<file path="src/rtl/sliding_window_rate_limiter_unit_defines.svh">
// Assertion macros used by the rate limiter back end.
`ifndef SLIDING_WINDOW_RATE_LIMITER_UNIT_DEFINES_SVH
`define SLIDING_WINDOW_RATE_LIMITER_UNIT_DEFINES_SVH

// Checked property, quiet while reset is high.
`define SWRL_ASSERT(name, prop, msg) \
   name: assert property (@(posedge clock) disable iff (reset) prop) \
      else $error(msg);

// Checked property, also checked during reset.
`define SWRL_ASSERT_ALWAYS(name, prop, msg) \
   name: assert property (@(posedge clock) prop) else $error(msg);

`endif

</file>
<file path="src/rtl/swrl_pkg.sv">
// Package: types and constants of the sliding-window rate limiter.
`default_nettype none
package swrl_pkg;

   localparam int NUM_KEYS   = 4;
   localparam int LOG_DEPTH  = 16;
   localparam int WAIT_DEPTH = 8;
   localparam int TIME_BITS  = 32;

   localparam int KEY_SLOTS  = 4;
   localparam int KEY_W      = 2;
   localparam int ID_W       = 8;
   localparam int NOW_W      = 32;
   localparam int MAXREQ_W   = 5;
   localparam int WINDOW_W   = 32;
   localparam int TOTAL_W    = 32;

   localparam int HEAD_W     = (LOG_DEPTH > 1) ? $clog2(LOG_DEPTH) : 1;
   localparam int CNT_W      = $clog2(LOG_DEPTH + 1);
   localparam int WHEAD_W    = (WAIT_DEPTH > 1) ? $clog2(WAIT_DEPTH) : 1;
   localparam int WCNT_W     = $clog2(WAIT_DEPTH + 1);
   localparam int STAMP_AW   = (NUM_KEYS * LOG_DEPTH > 1) ? $clog2(NUM_KEYS * LOG_DEPTH) : 1;
   localparam int WAIT_AW    = (NUM_KEYS * WAIT_DEPTH > 1) ? $clog2(NUM_KEYS * WAIT_DEPTH) : 1;
   localparam int KIDX_W     = $clog2(NUM_KEYS + 1);

   localparam int CSR_AW     = 5;
   localparam int CSR_DW     = 32;
   localparam int REG_IDX_W  = 3;
   localparam logic [REG_IDX_W-1:0] REG_WINDOW_BASE = 3'd4;

   typedef enum logic [1:0] {
      OP_ACQUIRE = 2'd0,
      OP_PAUSE   = 2'd1,
      OP_RESUME  = 2'd2,
      OP_READ    = 2'd3
   } op_type;

   typedef enum logic [2:0] {
      ST_GRANTED = 3'd0,
      ST_QUEUED  = 3'd1,
      ST_DROPPED = 3'd2,
      ST_RESUMED = 3'd3,
      ST_COUNT   = 3'd4,
      ST_DONE    = 3'd5
   } status_type;

   typedef enum logic [2:0] {
      S_IDLE,
      S_CLEAN_RD,
      S_CLEAN_CMP,
      S_DECIDE,
      S_REPLY,
      S_RES_CHK,
      S_RES_EMIT
   } state_type;

   typedef struct packed {
      op_type             op;
      logic [KEY_W-1:0]   key;
      logic               key_ok;
      logic [ID_W-1:0]    id;
      logic [NOW_W-1:0]   now;
   } cmd_type;

   typedef struct packed {
      logic [KEY_SLOTS-1:0][MAXREQ_W-1:0] max_req;
      logic [KEY_SLOTS-1:0][WINDOW_W-1:0] window;
   } cfg_type;

   typedef struct packed {
      status_type         status;
      logic [KEY_W-1:0]   key;
      logic [ID_W-1:0]    requester;
      logic [TOTAL_W-1:0] total;
      logic               last;
   } rsp_type;

endpackage
`default_nettype wire

</file>
<file path="src/rtl/sliding_window_rate_limiter_unit.sv">
// Top level: per-key sliding-window rate limiter with APB-style register port.
//
// Sliding-window-log rate limiter for four keys. Each acquire transaction
// first drops the key's logged stamps older than its window, then is granted
// and logged, or queued as a waiter (or dropped when the waiter queue is
// full) and counted as rejected. Pause holds all grants; resume releases
// waiters key by key, one result per waiter, then a final done result. The
// front end takes request transactions into a two-entry queue, so the next
// request is taken while the back end works and while a result waits in the
// output register. Cost per transaction is set by the single read port of
// the stamp log memory and the one-result-per-cycle output register (while
// the receiver is ready): an acquire reads and compares stamps oldest first,
// dropping each expired one, then decides; a resume checks each key in turn,
// reading then emitting each waiter it releases, and ends on done. Stamp
// and waiter memories need no clearing pass: only entries inside a key's
// count are read. Register map (32-bit, byte address 4*i): max_requests_0..3
// at 0x00..0x0C, window_ticks_0..3 at 0x10..0x1C. Write registers only while
// the block is idle.
`default_nettype none
module sliding_window_rate_limiter_unit (
   input  wire logic                          clock,
   input  wire logic                          reset,
   input  wire logic                          req_valid,
   output logic                               req_ready,
   input  wire logic [1:0]                    req_opcode,
   input  wire logic [swrl_pkg::KEY_W-1:0]    req_key,
   input  wire logic [swrl_pkg::ID_W-1:0]     req_requester_id,
   input  wire logic [swrl_pkg::NOW_W-1:0]    req_now,
   output logic                               rsp_valid,
   input  wire logic                          rsp_ready,
   output logic [2:0]                         rsp_status,
   output logic [swrl_pkg::KEY_W-1:0]         rsp_out_key,
   output logic [swrl_pkg::ID_W-1:0]          rsp_out_requester,
   output logic [swrl_pkg::TOTAL_W-1:0]       rsp_rejected_total,
   output logic                               rsp_last,
   input  wire logic                          psel,
   input  wire logic                          penable,
   input  wire logic                          pwrite,
   input  wire logic [swrl_pkg::CSR_AW-1:0]   paddr,
   input  wire logic [swrl_pkg::CSR_DW-1:0]   pwdata,
   output logic [swrl_pkg::CSR_DW-1:0]        prdata,
   output logic                               pready
);
   import swrl_pkg::*;

   cfg_type               cfg_ff, cfg_in;
   logic [REG_IDX_W-1:0]  reg_idx;
   logic [1:0]            reg_slot;
   logic                  csr_write;
   logic                  cmd_valid;
   cmd_type               cmd;
   logic                  cmd_pop;
   rsp_type               rsp;

   assign pready    = 1'b1;
   assign reg_idx   = paddr[CSR_AW-1:2];
   assign reg_slot  = reg_idx[1:0];
   assign csr_write = psel && penable && pwrite && pready;

   // Decode the register write: low half holds limits, high half windows.
   always_comb begin
      cfg_in = cfg_ff;
      if (csr_write) begin
         if (reg_idx < REG_WINDOW_BASE) begin
            cfg_in.max_req[reg_slot] = pwdata[MAXREQ_W-1:0];
         end else begin
            cfg_in.window[reg_slot] = pwdata[WINDOW_W-1:0];
         end
      end
   end

   // Read back the addressed register.
   always_comb begin
      if (reg_idx < REG_WINDOW_BASE) begin
         prdata = CSR_DW'(cfg_ff.max_req[reg_slot]);
      end else begin
         prdata = CSR_DW'(cfg_ff.window[reg_slot]);
      end
   end

   // Reset values: sixteen requests per window of one tick.
   always_ff @(posedge clock) begin
      if (reset) begin
         for (int k = 0; k < KEY_SLOTS; k++) begin
            cfg_ff.max_req[k] <= MAXREQ_W'(16);
            cfg_ff.window[k]  <= WINDOW_W'(1);
         end
      end else begin
         cfg_ff <= cfg_in;
      end
   end

   swrl_front u_front (
      .clock            (clock),
      .reset            (reset),
      .req_valid        (req_valid),
      .req_ready        (req_ready),
      .req_opcode       (req_opcode),
      .req_key          (req_key),
      .req_requester_id (req_requester_id),
      .req_now          (req_now),
      .cmd_valid        (cmd_valid),
      .cmd              (cmd),
      .cmd_pop          (cmd_pop)
   );

   swrl_back u_back (
      .clock     (clock),
      .reset     (reset),
      .cfg       (cfg_ff),
      .cmd_valid (cmd_valid),
      .cmd       (cmd),
      .cmd_pop   (cmd_pop),
      .rsp_valid (rsp_valid),
      .rsp       (rsp),
      .rsp_ready (rsp_ready)
   );

   // Unpack the result transaction onto its ports.
   assign rsp_status         = rsp.status;
   assign rsp_out_key        = rsp.key;
   assign rsp_out_requester  = rsp.requester;
   assign rsp_rejected_total = rsp.total;
   assign rsp_last           = rsp.last;
endmodule
`default_nettype wire

</file>
<file path="src/rtl/swrl_front.sv">
// Front end: accept request transactions, classify them, queue them for the back end.
`default_nettype none
module swrl_front (
   input  wire logic                       clock,
   input  wire logic                       reset,
   input  wire logic                       req_valid,
   output logic                            req_ready,
   input  wire logic [1:0]                 req_opcode,
   input  wire logic [swrl_pkg::KEY_W-1:0] req_key,
   input  wire logic [swrl_pkg::ID_W-1:0]  req_requester_id,
   input  wire logic [swrl_pkg::NOW_W-1:0] req_now,
   output logic                            cmd_valid,
   output swrl_pkg::cmd_type               cmd,
   input  wire logic                       cmd_pop
);
   import swrl_pkg::*;

   cmd_type    ent_ff [2];
   logic       wr_ptr_ff, wr_ptr_in;
   logic       rd_ptr_ff, rd_ptr_in;
   logic [1:0] cnt_ff, cnt_in;
   cmd_type    new_cmd;
   logic       push;

   always_comb begin
      new_cmd.op     = op_type'(req_opcode);
      new_cmd.key    = req_key;
      new_cmd.key_ok = ({1'b0, req_key} < (KEY_W + 1)'(NUM_KEYS));
      new_cmd.id     = req_requester_id;
      new_cmd.now    = req_now;
   end

   assign req_ready = (cnt_ff != 2'd2);
   assign push      = req_valid && req_ready;
   assign cmd_valid = (cnt_ff != 2'd0);
   assign cmd       = ent_ff[rd_ptr_ff];

   always_comb begin
      wr_ptr_in = push ? !wr_ptr_ff : wr_ptr_ff;
      rd_ptr_in = cmd_pop ? !rd_ptr_ff : rd_ptr_ff;
      cnt_in    = cnt_ff + 2'(push) - 2'(cmd_pop);
   end

   always_ff @(posedge clock) begin
      if (reset) begin
         wr_ptr_ff <= 1'b0;
         rd_ptr_ff <= 1'b0;
         cnt_ff    <= 2'd0;
      end else begin
         wr_ptr_ff <= wr_ptr_in;
         rd_ptr_ff <= rd_ptr_in;
         cnt_ff    <= cnt_in;
      end
   end

   always_ff @(posedge clock) begin
      if (push) begin
         ent_ff[wr_ptr_ff] <= new_cmd;
      end
   end
endmodule
`default_nettype wire

</file>
<file path="src/rtl/swrl_back.sv">
// Back end: per-key stamp log, waiter queues, counters and the result register.
`default_nettype none
`include "sliding_window_rate_limiter_unit_defines.svh"
module swrl_back (
   input  wire logic              clock,
   input  wire logic              reset,
   input  wire swrl_pkg::cfg_type cfg,
   input  wire logic              cmd_valid,
   input  wire swrl_pkg::cmd_type cmd,
   output logic                   cmd_pop,
   output logic                   rsp_valid,
   output swrl_pkg::rsp_type      rsp,
   input  wire logic              rsp_ready
);
   import swrl_pkg::*;

   state_type                state_ff, state_in;
   cmd_type                  cmd_ff, cmd_in;
   logic [KIDX_W-1:0]        kidx_ff, kidx_in;
   logic                     paused_ff, paused_in;
   logic [HEAD_W-1:0]        st_head_ff [NUM_KEYS];
   logic [HEAD_W-1:0]        st_head_in [NUM_KEYS];
   logic [CNT_W-1:0]         st_cnt_ff  [NUM_KEYS];
   logic [CNT_W-1:0]         st_cnt_in  [NUM_KEYS];
   logic [WHEAD_W-1:0]       wt_head_ff [NUM_KEYS];
   logic [WHEAD_W-1:0]       wt_head_in [NUM_KEYS];
   logic [WCNT_W-1:0]        wt_cnt_ff  [NUM_KEYS];
   logic [WCNT_W-1:0]        wt_cnt_in  [NUM_KEYS];
   logic [TOTAL_W-1:0]       rej_ff     [NUM_KEYS];
   logic [TOTAL_W-1:0]       rej_in     [NUM_KEYS];
   rsp_type                  rsp_ff, rsp_in;
   logic                     rsp_valid_ff, rsp_valid_in;

   logic [TIME_BITS-1:0]     stamp_mem [NUM_KEYS * LOG_DEPTH];
   logic [TIME_BITS-1:0]     stamp_rd_ff;
   logic [ID_W-1:0]          wait_mem [NUM_KEYS * WAIT_DEPTH];
   logic [ID_W-1:0]          wait_rd_ff;

   logic                     st_we, st_re, wt_we, wt_re;
   logic [STAMP_AW-1:0]      st_waddr, st_raddr;
   logic [WAIT_AW-1:0]       wt_waddr, wt_raddr;

   logic [KEY_W-1:0]         cur_key;
   logic                     resuming;
   logic [CNT_W-1:0]         lim;
   logic [CNT_W-1:0]         cnt;
   logic [HEAD_W-1:0]        head;
   logic [WCNT_W-1:0]        wcnt;
   logic [WHEAD_W-1:0]       whead;
   logic [TOTAL_W-1:0]       rej;
   logic [TOTAL_W-1:0]       rej_sat;
   logic [CNT_W:0]           st_sum;
   logic [HEAD_W-1:0]        st_slot;
   logic [WCNT_W:0]          wt_sum;
   logic [WHEAD_W-1:0]       wt_slot;
   logic [HEAD_W-1:0]        head_next;
   logic [WHEAD_W-1:0]       whead_next;
   logic [STAMP_AW-1:0]      st_base;
   logic [WAIT_AW-1:0]       wt_base;
   logic [TIME_BITS-1:0]     now_t;
   logic [TIME_BITS-1:0]     age;
   logic                     out_free;
   logic                     emit;

   assign resuming = (state_ff == S_RES_CHK) || (state_ff == S_RES_EMIT);
   assign cur_key  = resuming ? kidx_ff[KEY_W-1:0] : cmd_ff.key;
   assign out_free = !rsp_valid_ff || rsp_ready;
   assign now_t    = TIME_BITS'(cmd_ff.now);

   always_comb begin
      cnt   = st_cnt_ff[cur_key];
      head  = st_head_ff[cur_key];
      wcnt  = wt_cnt_ff[cur_key];
      whead = wt_head_ff[cur_key];
      rej   = rej_ff[cur_key];
      lim   = (32'(cfg.max_req[cur_key]) > LOG_DEPTH) ? CNT_W'(LOG_DEPTH)
                                                      : CNT_W'(cfg.max_req[cur_key]);
      rej_sat = (rej == '1) ? rej : rej + 1'b1;
      st_sum  = (CNT_W + 1)'(head) + (CNT_W + 1)'(cnt);
      st_slot = (32'(st_sum) >= LOG_DEPTH) ? HEAD_W'(32'(st_sum) - LOG_DEPTH)
                                           : HEAD_W'(st_sum);
      wt_sum  = (WCNT_W + 1)'(whead) + (WCNT_W + 1)'(wcnt);
      wt_slot = (32'(wt_sum) >= WAIT_DEPTH) ? WHEAD_W'(32'(wt_sum) - WAIT_DEPTH)
                                            : WHEAD_W'(wt_sum);
      head_next  = (head == HEAD_W'(LOG_DEPTH - 1)) ? '0 : head + 1'b1;
      whead_next = (whead == WHEAD_W'(WAIT_DEPTH - 1)) ? '0 : whead + 1'b1;
      st_base = STAMP_AW'(32'(cur_key) * LOG_DEPTH);
      wt_base = WAIT_AW'(32'(cur_key) * WAIT_DEPTH);
      age     = now_t - stamp_rd_ff;
   end

   always_comb begin
      state_in  = state_ff;
      cmd_in    = cmd_ff;
      kidx_in   = kidx_ff;
      paused_in = paused_ff;
      st_head_in = st_head_ff;
      st_cnt_in  = st_cnt_ff;
      wt_head_in = wt_head_ff;
      wt_cnt_in  = wt_cnt_ff;
      rej_in     = rej_ff;
      rsp_in     = rsp_ff;
      emit       = 1'b0;
      cmd_pop    = 1'b0;
      st_we      = 1'b0;
      st_re      = 1'b0;
      wt_we      = 1'b0;
      wt_re      = 1'b0;
      st_waddr   = st_base + STAMP_AW'(st_slot);
      st_raddr   = st_base + STAMP_AW'(head);
      wt_waddr   = wt_base + WAIT_AW'(wt_slot);
      wt_raddr   = wt_base + WAIT_AW'(whead);

      unique case (state_ff)
         S_IDLE: begin
            if (cmd_valid && out_free) begin
               cmd_pop = 1'b1;
               cmd_in  = cmd;
               unique case (cmd.op)
                  OP_PAUSE: begin
                     paused_in = 1'b1;
                     emit      = 1'b1;
                     rsp_in    = '{ST_DONE, '0, '0, '0, 1'b1};
                  end
                  OP_RESUME: begin
                     paused_in = 1'b0;
                     kidx_in   = '0;
                     state_in  = S_RES_CHK;
                  end
                  OP_ACQUIRE: state_in = cmd.key_ok ? S_CLEAN_RD : S_REPLY;
                  OP_READ:    state_in = S_REPLY;
                  default:    state_in = S_IDLE;
               endcase
            end
         end
         S_CLEAN_RD: begin
            if (cnt == '0) begin
               state_in = S_DECIDE;
            end else begin
               st_re    = 1'b1;
               state_in = S_CLEAN_CMP;
            end
         end
         S_CLEAN_CMP: begin
            if (64'(age) > 64'(cfg.window[cur_key])) begin
               st_head_in[cur_key] = head_next;
               st_cnt_in[cur_key]  = cnt - 1'b1;
               state_in            = S_CLEAN_RD;
            end else begin
               state_in = S_DECIDE;
            end
         end
         S_DECIDE: begin
            if (out_free) begin
               emit     = 1'b1;
               state_in = S_IDLE;
               if (!paused_ff && cnt < lim) begin
                  st_we              = 1'b1;
                  st_cnt_in[cur_key] = cnt + 1'b1;
                  rsp_in = '{ST_GRANTED, cur_key, cmd_ff.id, rej, 1'b1};
               end else begin
                  rej_in[cur_key] = rej_sat;
                  if (32'(wcnt) < WAIT_DEPTH) begin
                     wt_we              = 1'b1;
                     wt_cnt_in[cur_key] = wcnt + 1'b1;
                     rsp_in = '{ST_QUEUED, cur_key, cmd_ff.id, rej_sat, 1'b1};
                  end else begin
                     rsp_in = '{ST_DROPPED, cur_key, cmd_ff.id, rej_sat, 1'b1};
                  end
               end
            end
         end
         S_REPLY: begin
            if (out_free) begin
               emit     = 1'b1;
               state_in = S_IDLE;
               rsp_in   = '{ST_COUNT, cmd_ff.key, '0,
                            cmd_ff.key_ok ? rej : '0, 1'b1};
            end
         end
         S_RES_CHK: begin
            if (32'(kidx_ff) >= NUM_KEYS) begin
               if (out_free) begin
                  emit     = 1'b1;
                  state_in = S_IDLE;
                  rsp_in   = '{ST_DONE, '0, '0, '0, 1'b1};
               end
            end else if (wcnt != '0 && cnt < lim) begin
               wt_re    = 1'b1;
               state_in = S_RES_EMIT;
            end else begin
               kidx_in = kidx_ff + 1'b1;
            end
         end
         S_RES_EMIT: begin
            if (out_free) begin
               emit                = 1'b1;
               st_we               = 1'b1;
               st_cnt_in[cur_key]  = cnt + 1'b1;
               wt_head_in[cur_key] = whead_next;
               wt_cnt_in[cur_key]  = wcnt - 1'b1;
               rsp_in   = '{ST_RESUMED, cur_key, wait_rd_ff, rej, 1'b0};
               state_in = S_RES_CHK;
            end
         end
         default: state_in = S_IDLE;
      endcase

      rsp_valid_in = emit || (rsp_valid_ff && !rsp_ready);
   end

   always_ff @(posedge clock) begin
      if (reset) begin
         state_ff     <= S_IDLE;
         kidx_ff      <= '0;
         paused_ff    <= 1'b0;
         rsp_valid_ff <= 1'b0;
         for (int k = 0; k < NUM_KEYS; k++) begin
            st_head_ff[k] <= '0;
            st_cnt_ff[k]  <= '0;
            wt_head_ff[k] <= '0;
            wt_cnt_ff[k]  <= '0;
            rej_ff[k]     <= '0;
         end
      end else begin
         state_ff     <= state_in;
         kidx_ff      <= kidx_in;
         paused_ff    <= paused_in;
         rsp_valid_ff <= rsp_valid_in;
         st_head_ff   <= st_head_in;
         st_cnt_ff    <= st_cnt_in;
         wt_head_ff   <= wt_head_in;
         wt_cnt_ff    <= wt_cnt_in;
         rej_ff       <= rej_in;
      end
   end

   always_ff @(posedge clock) begin
      cmd_ff <= cmd_in;
      rsp_ff <= rsp_in;
   end

   // Stamp log memory: one write port, one registered read port.
   always_ff @(posedge clock) begin
      if (st_we) begin
         stamp_mem[st_waddr] <= now_t;
      end
      if (st_re) begin
         stamp_rd_ff <= stamp_mem[st_raddr];
      end
   end

   // Waiter memory: one write port, one registered read port.
   always_ff @(posedge clock) begin
      if (wt_we) begin
         wait_mem[wt_waddr] <= cmd_ff.id;
      end
      if (wt_re) begin
         wait_rd_ff <= wait_mem[wt_raddr];
      end
   end

   assign rsp_valid = rsp_valid_ff;
   assign rsp       = rsp_ff;

   `SWRL_ASSERT(a_log_bound, st_cnt_ff[cur_key] <= CNT_W'(LOG_DEPTH), "stamp log overflow")
   `SWRL_ASSERT(a_clean_nonempty, state_ff == S_CLEAN_CMP |-> st_cnt_ff[cur_key] != '0, "cleanup compare on empty log")
   `SWRL_ASSERT(a_drain_nonempty, state_ff == S_RES_EMIT |-> wt_cnt_ff[cur_key] != '0, "drain from empty waiter queue")
   `SWRL_ASSERT_ALWAYS(a_done_last, rsp_valid_ff && rsp_ff.status == ST_DONE |-> rsp_ff.last, "done result without last")
endmodule
`default_nettype wire

</file>
<file path="config.mk">
export PLATFORM = sky130hd
export DESIGN_NAME = sliding_window_rate_limiter_unit
export DESIGN_NICKNAME = d
export VERILOG_FILES = /design/src/rtl/swrl_pkg.sv /design/src/rtl/sliding_window_rate_limiter_unit.sv /design/src/rtl/swrl_front.sv /design/src/rtl/swrl_back.sv
export VERILOG_INCLUDE_DIRS = /design/src /design/src/rtl
export SDC_FILE = /design/constraint.sdc
export NUM_CORES = 2
export LEC_CHECK = 0
export BUFFER_PORTS_ARGS = -buffer_cell sky130_fd_sc_hd__buf_2
export CELL_PAD_IN_SITES_DETAIL_PLACEMENT = 1
export CELL_PAD_IN_SITES_GLOBAL_PLACEMENT = 2
export CORE_MARGIN = 2
export CORE_UTILIZATION = 45
export CTS_CLUSTER_SIZE = 10
export DETAILED_ROUTE_END_ITERATION = 10
export MAX_ROUTING_LAYER = met4
export PLACE_DENSITY = 0.76
export RECOVER_POWER = 100
export SETUP_SLACK_MARGIN = 0.3
export SYNTH_ARGS = -nofsm -noshare
export SYNTH_HDL_FRONTEND = slang
export SYNTH_SLANG_ARGS = --single-unit
</file>
<file path="constraint.sdc">
create_clock -name clock -period 9.3 [get_ports clock]
set_input_delay 0.465 -clock clock [delete_from_list [all_inputs] [get_ports clock]]
set_output_delay 0.465 -clock clock [all_outputs]
set_load 0.02 [all_outputs]
</file>
==> impl_metrics.env <==
export IMPL_cpMaxStageDelayCell="nor2_1"
export IMPL_synth_cell_types=96
export IMPL_critical_path_depth=14
export IMPL_row_count=189
export IMPL_cpMostUsedCell="clkbuf_1"
export IMPL_power_frac_seq=0.441
export IMPL_clock_path_buffers=4
export IMPL_slew_viol_final=3228
export IMPL_final_nets=9710
export IMPL_reg2reg_to="u_back.stamp_rd_ff[12]$_DFFE_PP_"
export IMPL_crit_chain="xor2_1, nand3_1, buf_4, nand2_4, clkbuf_1, a211oi_1, or2_4, nor2_1, clkbuf_2, a32oi_1, o221ai_1, clkbuf_1, a222oi_1, nand2_1"
export IMPL_layout_min_cycle_time_ps=8640
export IMPL_final_layout_size_suffix_gt1_frac=0.101
export IMPL_firstDrtPassIters=6
export IMPL_worst_slew_pin_slew_ps=4780
export IMPL_reg2regPathDepth=14
export IMPL_avgSynthCellArea_sq_um=12.9
export IMPL_min_path_type="in -> reg"
export IMPL_die_h_microns=521
export IMPL_worst_r2r_setup_slack_ps=660
export IMPL_hold_depth=5
export IMPL_wire_per_inst_microns=30.3
export IMPL_cts_tree="yes"
export IMPL_synth_seq_cells=2873
export IMPL_min_to="u_back.state_ff[1]$_SDFFE_PP0P_"
export IMPL_place_gp_congestion=0.892
export IMPL_first_global_vias=82532
export IMPL_syn_nets=9490
export IMPL_p_int_uw=24400
export IMPL_drtAntennaViolNets=0
export IMPL_skew_ps=62.2
export IMPL_powerDensity_nw_per_um2=269
export IMPL_cts_buffers=336
export IMPL_r2r_start="u_back.state_ff[0]$_SDFFE_PP0P_"
export IMPL_failed_checks="capacitance limit, slew limit"
export IMPL_start_util=0.453
export IMPL_p_clk_frac=0.324
export IMPL_finalSetupViolCount=0
export IMPL_finalCritPeriodShare=0.929
export IMPL_async_reset_ff_frac=0
export IMPL_slew_headroom=-2.18
export IMPL_swShare=0.328
export IMPL_cts_max_level=5
export IMPL_areaGrowthSynthToFinish_pct=12.1
export IMPL_cp_end_kind="flip-flop"
export IMPL_grt_usage=0.298
export IMPL_path_max_fanout=30
export IMPL_layout_commonest_cell="edfxtp_1"
export IMPL_setup_tns_ps=0
export IMPL_die_w_microns=521
export IMPL_vias=80009
export IMPL_dieArea_sq_um=271000
export IMPL_vias_per_cell=6.06
export IMPL_netlist_area_sq_um=120000
export IMPL_port_buffers=165
export IMPL_switching_power_uw=11900
export IMPL_fmax_mhz=116
export IMPL_yosysTopAreaCell="edfxtp_1"
export IMPL_netlist_top_cells_area="edfxtp_1, nand2_1, dfxtp_1, mux2i_1, nand3_1"
export IMPL_preCtsSetupSlack_ps=1260
export IMPL_core_area_sq_um=265000
export IMPL_cp_top_family="simple AND/OR/NAND/NOR gates"
export IMPL_critical_path_max_stage_delay_ps=1670
export IMPL_cts_resized_gates=0
export IMPL_irDropWorstVdd_v=0.000188
export IMPL_grt_pass1_wl_mm=575
export IMPL_io_pins=169
export IMPL_yosys_warnings=0
export IMPL_yosysSeqAreaShare=0.688
export IMPL_worstPathArrival_ps=9390
export IMPL_grt_max_degree=146
export IMPL_clk_pin_slew_ps=60
export IMPL_dp_hpwl_mm=241
export IMPL_combPwrFrac=0.234
export IMPL_power_leakage_uw=0.0441
export IMPL_fin_ws_ps=660
export IMPL_antenna_found_initial=23
export IMPL_hold_viol_final=0
export IMPL_gr_total_overflow=0
export IMPL_synth_top_area_frac=0.630
export IMPL_status="finished with violations"
export IMPL_netlist_instances=9312
export IMPL_clockRootBuffer="clkbuf_16"
export IMPL_yosys_most_used_dff="edfxtp_1"
export IMPL_path_class="reg -> reg"
export IMPL_clkLatencyLatePin_ps=940
export IMPL_cp_required_ps=10050
export IMPL_start_kind="flip-flop"
export IMPL_hold_start="rsp_ready"
export IMPL_layout_common_cells="edfxtp_1, nand2_1, nand3_1, a21oi_1, mux2i_1"
export IMPL_drtIter0Drc=7689
export IMPL_drc=0
export IMPL_rsz0062_at_grt="false"
export IMPL_clock_sinks=2873
export IMPL_maxCapViolations=73
export IMPL_synth_edf_count=2520
export IMPL_finalWirelength_mm=400
export IMPL_cp_num_buf_inv=4
power groups by stage:
stage,registers (uW),logic [uW],clock network [uW]
finish,16000,8510,11800
CTS,15800,8620,11900
floorplan,16600,3800,0
detailed placement,16100,8560,0
global route,16000,8960,12400
global placement,16000,8390,0
tightest hold or removal path: stages:
cell     delay [ps]
buf_2           120
nor2b_2          50
buf_4           220
a22oi_1         200
nor2_1           50
per-stage QoR:
stage / util / instance area [sq um] / hold slack [ps] / instances / total power [uW]
floorplan: - / 120000 / 432 / 9312 / 20400
global placement: 0.473 / 126000 / 445 / 12650 / 24400
detailed placement: 0.473 / 126000 / 457 / 12650 / 24600
CTS: 0.512 / 136000 / 24.2 / 13188 / 36400
global route: 0.508 / 135000 / 231 / 13191 / 37400
finish: 0.508 / 135000 / 238 / 13195 / 36300
how the worst max path moves through the flow:
| stage | from | endpoint |
|---|---|---|
| floorplan | rsp_ready | u_front.cnt_ff[1]$_SDFF_PP0_ |
| global placement | u_back.state_ff[0]$_SDFFE_PP0P_ | u_back.stamp_mem[38][28]$_DFFE_PP_ |
| detailed placement | u_back.state_ff[0]$_SDFFE_PP0P_ | u_back.stamp_mem[38][14]$_DFFE_PP_ |
| CTS | u_back.state_ff[0]$_SDFFE_PP0P_ | u_back.stamp_mem[38][28]$_DFFE_PP_ |
| global route | u_back.state_ff[0]$_SDFFE_PP0P_ | u_back.stamp_mem[60][13]$_DFFE_PP_ |
| finish | u_back.state_ff[0]$_SDFFE_PP0P_ | u_back.stamp_rd_ff[12]$_DFFE_PP_ |
synthesized netlist by cell type (all sizes together) (57+ instances only):
| master | count |
|---|---|
| nand4 | 71 |
| clkbuf | 336 |
| xnor2 | 57 |
| nor3 | 115 |
| o21ai | 79 |
| dfxtp | 353 |
| buf | 278 |
| nor2 | 429 |
| nand2 | 2172 |
| mux2 | 136 |
| mux2i | 383 |
| a311oi | 98 |
| a31oi | 138 |
| inv | 70 |
| a21oi | 434 |
| mux4 | 107 |
| a211oi | 162 |
| nand3 | 544 |
| ha | 87 |
| and3 | 166 |
| edfxtp | 2520 |
per-layer routing:
layer | wire length [microns] | global-route usage | up-vias | share of wire
li1 | - | - | 34908 | -
met1 | 162000 | 0.377 | 41544 | 0.41
met2 | 192000 | 0.481 | 2778 | 0.48
met3 | 26700 | 0.0443 | 779 | 0.067
met4 | 18900 | 0.121 | 0 | 0.047
met5 | 0 | - | - | 0
sequential cells by signal, summed over array words and instances (netlist names), 32 cells and up, named ones only:
name / cells
cfg_ff: 148
u_back.now_t: 32
u_back.rej_ff: 128
u_back.rsp: 46
u_back.stamp_mem: 2048
u_back.stamp_rd_ff: 32
u_back.wait_mem: 256
u_front.ent_ff: 88
cell families after synthesis:
family | after synthesis | share of synthesized area
muxes | 626 | 0.0653
and+or+nand+nor | 3671 | 0.132
buffers and inverters | 684 | 0.0246
adders and majority gates | 90 | 0.00956
DFF | 2873 | 0.688
xor gates and xnor gates | 77 | 0.00655
AOI/OAI and AO/OA | 1290 | 0.0732
other | 1 | 0.0000312
final cells by class:
cell class	instances	area (sq um)
Tap cell	3533	4420
Fill cell	26517	131000
Antenna cell	7	17.5
Clock inverter	42	515
Multi-Input combinational cell	5755	34600
Clock buffer	419	8840
Sequential cell	2873	82700
Timing Repair Buffer	496	3260
Inverter	70	280
what timing repair did:
action                                  CTS  global route
buffers inserted                          0             0
hold endpoints to repair                237             0
hold buffers                             77             0
endpoints found under the setup margin    0             0
Note: power is estimated with default switching activity, not from simulation.
